**src/rtl/core/verlet_constraint_engine_core_assert.svh**
```systemverilog
// ----------------------------------------------------------------------------
// Assertion macros for the Verlet constraint engine
// Concurrent checks that compile away when ASSERT_OFF is set.
// ----------------------------------------------------------------------------
`ifndef VERLET_CONSTRAINT_ENGINE_CORE_ASSERT_SVH
`define VERLET_CONSTRAINT_ENGINE_CORE_ASSERT_SVH
`ifndef ASSERT_OFF
// property checked on every clock edge outside reset
`define VCE_ASSERT(lbl, clk, rst, prop, msg) \
   lbl: assert property (@(posedge clk) disable iff (rst) prop) else $error(msg);
// same-cycle implication
`define VCE_ASSERT_IMPLIES(lbl, clk, rst, pre, post, msg) \
   lbl: assert property (@(posedge clk) disable iff (rst) (pre) |-> (post)) else $error(msg);
`else
`define VCE_ASSERT(lbl, clk, rst, prop, msg)
`define VCE_ASSERT_IMPLIES(lbl, clk, rst, pre, post, msg)
`endif
`endif

```
**src/rtl/core/vce_pkg.sv**
```systemverilog
// ----------------------------------------------------------------------------
// vce_pkg
// Shared types and constants of the Verlet constraint engine.
// ----------------------------------------------------------------------------
package vce_pkg;

   // field widths
   localparam int MODE_W      = 3;
   localparam int VIDX_W      = 8;
   localparam int COORD_W     = 32;
   localparam int ULEN_W      = 31;
   localparam int CSR_INDEX_W = 3;
   localparam int CSR_DATA_W  = 32;

   // internal arithmetic widths
   localparam int WIDE_W      = 50;
   localparam int MUL_W       = 35;
   localparam int PROD_W      = 2 * MUL_W;
   localparam int DIFF_W      = 34;
   localparam int ABS_W       = 33;
   localparam int HALF_W      = 32;
   localparam int RADICAND_W  = 64;
   localparam int LEN_W       = 33;
   localparam int DIVIDEND_W  = ABS_W + 16;
   localparam int ROOT_W      = 32;
   localparam int QUOT_W      = 19;
   localparam int UNIT_W      = QUOT_W + 1;
   localparam int ITER_CNT_W  = 6;
   localparam int ROOT_STEPS  = 32;
   localparam int DIV_STEPS   = QUOT_W;

   // register reset values
   localparam logic signed [COORD_W-1:0] GRAVITY_RESET      = '0;
   localparam logic [ULEN_W-1:0]         STEP_SQUARED_RESET = 31'd65536;
   localparam logic [ULEN_W-1:0]         RIGHT_LIMIT_RESET  = 31'd52428800;
   localparam logic [ULEN_W-1:0]         BOTTOM_LIMIT_RESET = 31'd39321600;
   localparam logic [ULEN_W-1:0]         LOW_LIMIT_RESET    = 31'd72090;

   typedef enum logic [MODE_W-1:0] {
      MODE_WRITE     = 3'd0,
      MODE_INTEGRATE = 3'd1,
      MODE_CLAMP     = 3'd2,
      MODE_RELAX     = 3'd3,
      MODE_READ      = 3'd4
   } mode_type;

   typedef enum logic [CSR_INDEX_W-1:0] {
      CSR_GRAVITY_X    = 3'd0,
      CSR_GRAVITY_Y    = 3'd1,
      CSR_STEP_SQUARED = 3'd2,
      CSR_RIGHT_LIMIT  = 3'd3,
      CSR_BOTTOM_LIMIT = 3'd4,
      CSR_LOW_LIMIT    = 3'd5
   } csr_index_type;

   typedef enum logic {
      ITER_SQRT = 1'b0,
      ITER_DIV  = 1'b1
   } iter_op_type;

   typedef struct packed {
      logic        start;
      iter_op_type op;
   } iter_cmd_type;

   typedef struct packed {
      logic busy;
      logic done;
   } iter_stat_type;

endpackage

```
**src/rtl/core/vce_iter.sv**
```systemverilog
// ----------------------------------------------------------------------------
// vce_iter
// Shared bit-serial unit: integer square root (two radicand bits per step)
// and restoring division (one quotient bit per step) on one subtractor.
// ----------------------------------------------------------------------------
module vce_iter (
   input  logic                              clock,
   input  logic                              reset,
   input  vce_pkg::iter_cmd_type             cmd,
   input  logic [vce_pkg::RADICAND_W-1:0]    radicand,
   input  logic [vce_pkg::DIVIDEND_W-1:0]    dividend,
   input  logic [vce_pkg::LEN_W-1:0]         divisor,
   output vce_pkg::iter_stat_type            stat,
   output logic [vce_pkg::ROOT_W-1:0]        result
);
   import vce_pkg::*;

   iter_op_type             op_ff;
   logic [RADICAND_W-1:0]   acc_ff;
   logic [RADICAND_W-1:0]   res_ff;
   logic [RADICAND_W-1:0]   sub_ff;
   logic [ITER_CNT_W-1:0]   cnt_ff;
   logic                    done_ff;

   logic [RADICAND_W-1:0]   trial;
   logic [RADICAND_W-1:0]   rem;
   logic                    ge;

   // trial subtrahend: res+bit for the root, shifted divisor for division
   assign trial = (op_ff == ITER_SQRT) ? res_ff + sub_ff : sub_ff;
   assign ge    = acc_ff >= trial;
   assign rem   = acc_ff - trial;

   // step counter and completion pulse
   always_ff @(posedge clock) begin
      if (reset) begin
         cnt_ff  <= '0;
         done_ff <= 1'b0;
      end else begin
         done_ff <= (cnt_ff == ITER_CNT_W'(1));
         if (cmd.start) begin
            cnt_ff <= (cmd.op == ITER_SQRT) ? ITER_CNT_W'(ROOT_STEPS)
                                            : ITER_CNT_W'(DIV_STEPS);
         end else if (cnt_ff != '0) begin
            cnt_ff <= cnt_ff - ITER_CNT_W'(1);
         end
      end
   end

   // datapath
   always_ff @(posedge clock) begin
      if (cmd.start) begin
         op_ff  <= cmd.op;
         res_ff <= '0;
         if (cmd.op == ITER_SQRT) begin
            acc_ff <= radicand;
            sub_ff <= RADICAND_W'(1) << (RADICAND_W - 2);
         end else begin
            acc_ff <= RADICAND_W'(dividend);
            sub_ff <= RADICAND_W'(divisor) << (DIV_STEPS - 1);
         end
      end else if (cnt_ff != '0) begin
         if (ge) begin
            acc_ff <= rem;
         end
         if (op_ff == ITER_SQRT) begin
            res_ff <= ge ? (res_ff >> 1) + sub_ff : res_ff >> 1;
            sub_ff <= sub_ff >> 2;
         end else begin
            res_ff <= {res_ff[RADICAND_W-2:0], ge};
            sub_ff <= sub_ff >> 1;
         end
      end
   end

   assign stat.busy = (cnt_ff != '0);
   assign stat.done = done_ff;
   assign result    = res_ff[ROOT_W-1:0];
endmodule

```
**config.mk**
```make
export PLATFORM = sky130hd
export DESIGN_NAME = vce_iter
export DESIGN_NICKNAME = d
export VERILOG_FILES = /design/src/rtl/core/verlet_constraint_engine_core_assert.svh /design/src/rtl/core/vce_pkg.sv /design/src/rtl/core/vce_iter.sv
export SDC_FILE = /design/constraint.sdc
export NUM_CORES = 1
export LEC_CHECK = 0
export ABC_AREA = 1
export BUFFER_PORTS_ARGS = -buffer_cell sky130_fd_sc_hd__buf_2
export CORE_ASPECT_RATIO = 1.4
export CORE_MARGIN = 10
export CORE_UTILIZATION = 50
export DETAILED_ROUTE_END_ITERATION = 10
export GPL_TIMING_DRIVEN = 1
export PLACE_DENSITY = 0.68
export SLEW_MARGIN = 40
export SYNTH_ARGS = -nofsm -noshare
export SYNTH_HDL_FRONTEND = slang
export SYNTH_SLANG_ARGS = --single-unit
```
**constraint.sdc**
```tcl
create_clock -name clock -period 12.39 [get_ports clock]
set_input_delay 2.478 -clock clock [delete_from_list [all_inputs] [get_ports clock]]
set_output_delay 2.478 -clock clock [all_outputs]
set_load 0.005 [all_outputs]
```
==> metrics <==
status=completed; Synth cell types=40; worst r2r path cells=26; Yosys Warn Count=0; Worst Hold Path Cells=2; DR iter-0 viols=about 3200; XOR/XNOR share of the synthesized area=1.93%; Adder-Cell Fraction of Synth Area=9.51%; TritonCTS clock tree=built; antenna fix cells=0; vias in the first global route=a little under 30000; Max transition margin=about two fifths; Synth Area in Simple Gates=36.3%; commonest non-fill, non-tap cell in the layout=nand2_1; unrepaired setup endpoints after global routing=no; area delta synth->final=7.00%; Max-Cap Viols=0; Power Dens Cells=between 200 and 300 nW/µm²; antenna violations before repair=0; Worst Tran Pin Value=between 0.9 and 1 ns; RR Endpoint=acc_ff[54]; Die W=between 200 and 250 µm; Hold WC Path Type=reg -> reg; r2r setup slk=approximately 4.4 ns; largest net degree at the start of global routing=145; synthesized flop and latch total=around 200; Setup Viol. Count Final=0; setup_tns=0 ns; Cell Area, Synth=~26000 µm²; FP Rows=98; Reg2Reg Launch Point=sub_ff[0]; Post-Place Cells=5210; layout cells sized above 1=just under 6%; first-pass GRT wire length=roughly 170000 µm; Slew Viols, Final=0; postcts setup bufs=0; min cycle time layout=~8.0 ns; DR vias=30300; Seq/Total Area, Yosys=roughly a fifth; post-CTS resize count=0; Buffers on Ports=between 150 and 200; P_leak=~14 nW; die area=roughly 60000 µm²; cells after synthesis=about 4500; wirelength, routed=around 110000 µm; Core Area=51100 µm²; Syn Area/Cell=~5.8 µm²; total I/O pin count=roughly 180; worst min-delay path startpoint=res_ff[0]; syn nets=about 4800; crit start category=flop; maximum root-to-sink buffer count=2; Clock Latency Late Sink=approximately 0.53 ns; Die H=289 µm; Final Skew=between 0.015 and 0.02 ns; clock slew at reported path FFs=~0.080 ns; H-tree levels=4; global route overflow=0; CP Class=reg -> reg; DR pass1 iterations=6; Final Instance Count excl. Fillers=5242; CP Capture Type=flop; CTS root buffer=clkbuf_16; Layout fillers=5690; multiplexer share of the synthesized area=0.193%; DRC violations left=0; cts bufs inserted=17; CP arrival=roughly 8.2 ns; CTS sink count=199; average wire per standard cell=between 20 and 25 µm; area of the multi-input gates=17300 µm²; FMAX=~120 MHz; hold endpoint=res_ff[0]; largest family of logic cells by synthesized area=simple AND/OR/NAND/NOR gates; Hold Violations, Final=0; gpl congestion=about 1.1; Initial Util=between 50% and 60%; WP data required=12.55 ns; largest fanout on the critical path=64; FF+latch area=between 5000 and 6000 µm²; vias per inst=between 5 and 6; commonest non-fill, non-tap cells in the layout=nand2_1, inv_1, nor2_1; complex-gate fraction of the synthesized area=18.7%; detailed-placement wirelength estimate=94000 µm; antenna viol nets, final=0; hold_buf cts=0; GRT Total Usage=36.6%; final period utilization=about two thirds; Peak VDD IR=~0.00015 V; Nets=a little under 5000
-- logic make-up after synthesis --
| group | Yosys count |
|---|---|
| AOI/OAI and AO/OA | 874 |
| xor gates and xnor gates | 57 |
| adders and majority gates | 195 |
| buffers and inverters | 856 |
| DFF | 199 |
| muxes | 5 |
| and+or+nand+nor | 2309 |
-- cell usage after synthesis --
| master | number | share of area, % |
|---|---|---|
| o21a_1 | 22 | 0.64 |
| a211oi_1 | 2 | 0.058 |
| o211ai_1 | 8 | 0.23 |
| buf_6 | 5 | 0.22 |
| nand2b_1 | 1 | 0.024 |
| o211ai_2 | 9 | 0.44 |
| edfxtp_1 | 128 | 15 |
| or2_2 | 24 | 0.58 |
| nor3_1 | 42 | 0.81 |
| dfxtp_1 | 71 | 5.5 |
| nor3b_2 | 1 | 0.048 |
| a31oi_1 | 17 | 0.41 |
| nor4_1 | 12 | 0.29 |
| o21ai_0 | 292 | 5.6 |
| inv_1 | 722 | 10 |
| or2_0 | 1 | 0.024 |
| nor2_1 | 483 | 7.0 |
| nand2_1 | 1412 | 20 |
| xor2_1 | 14 | 0.47 |
| and3_1 | 1 | 0.024 |
| a21o_1 | 10 | 0.29 |
| and2_1 | 3 | 0.073 |
| nand3_1 | 247 | 4.8 |
| nand3b_1 | 26 | 0.75 |
| nand4_1 | 54 | 1.3 |
| clkbuf_1 | 77 | 1.1 |
| inv_2 | 3 | 0.044 |
| a21boi_0 | 14 | 0.41 |
| buf_2 | 5 | 0.097 |
| ha_1 | 192 | 9.3 |
| buf_4 | 34 | 0.99 |
| buf_1 | 10 | 0.15 |
| fa_1 | 3 | 0.23 |
| a2111oi_0 | 2 | 0.068 |
| a22oi_1 | 47 | 1.4 |
| xnor2_1 | 43 | 1.5 |
| o21bai_1 | 43 | 1.2 |
| nand3_2 | 2 | 0.077 |
| a21oi_1 | 408 | 7.9 |
| mux2i_1 | 5 | 0.19 |
-- how the worst max path moves through the flow --
stage,startpoint,end,slack (ns),depth (start not counted)
global placement,res_ff[0],acc_ff[52],4.63,27
floorplan,sub_ff[0],acc_ff[0],3.78,26
global route,res_ff[0],acc_ff[54],4.06,26
CTS,res_ff[0],acc_ff[62],4.71,27
detailed placement,res_ff[0],acc_ff[52],4.74,27
finish,sub_ff[0],acc_ff[54],4.36,26
-- power breakdown --
group / switching [mW] / leakage (nW) / total, mW / internal (mW)
Combinational: 3.50 / 11.6 / 5.07 / 1.56
Clock: 0.320 / 0.285 / 0.604 / 0.284
Sequential: 0.265 / 1.97 / 1.29 / 1.03
Total: 4.09 / 13.9 / 6.96 / 2.87
-- metrics by stage --
stage | power, mW | utilization [%] | area (µm²) | setup slack (ns) | hold slack, ns
after floorplan | 4.66 | - | 25900 | 3.78 | 0.459
after global placement | 6.19 | 53.0 | 27100 | 4.63 | 0.482
after detailed placement | 6.19 | 53.0 | 27100 | 4.74 | 0.493
after CTS | 6.81 | 54.2 | 27700 | 4.71 | 0.504
after global routing | 7.49 | 54.2 | 27700 | 4.06 | 0.534
final | 6.96 | 54.2 | 27700 | 4.36 | 0.501
-- sequential cells by signal, indices dropped and copies added, names as in the netlist --
name / cells
acc_ff: 64
cnt_ff: 6
done_ff: 1
op_ff: 1
res_ff: 64
sub_ff: 63
-- layout make-up --
class | instances | share of cell area, %
clock buffers | 19 | 1.56
clock inverters | 13 | 0.506
inverters | 725 | 9.84
multi-input cells | 3440 | 62.3
flip-flops and latches | 199 | 19.0
well taps | 650 | 2.94
repair buffers | 196 | 3.80
-- layer usage --
layer / part of all wire, % / vias to the layer above / wire [µm] / track usage, %
li1: - / 14700 / - / -
met3: 7.1 / 347 / 8090 / 5.49
met1: 38 / 13900 / 43300 / 41.6
met4: 7.7 / 0 / 8820 / 25.6
met5: 0 / - / 0 / 0
met2: 47 / 1415 / 54300 / 62.0
-- critical path: stages, from the launching register on --
cell      delay, ns
edfxtp_1       0.39
ha_1           0.28
fa_1           0.34
nand2_1        0.12
o21ai_0        0.64
nand2_1        0.10
nand2_1        0.18
nand2_1        0.07
nand2_1        0.16
nand2_1        0.07
nand2_1        0.17
nand3_1        0.34
nand4_1        0.21
nand2_1        0.08
nand2_1        0.06
o21ai_0        0.14
ha_1           0.46
nand2_1        0.16
nor2_1         0.17
nand2_1        0.16
nor3b_2        0.24
nand3_1        0.44
nand3_4        0.72
buf_4          0.55
inv_2          0.45
o21ai_4        0.25
buf_6          0.54
Power figures use the tool's default switching activity.
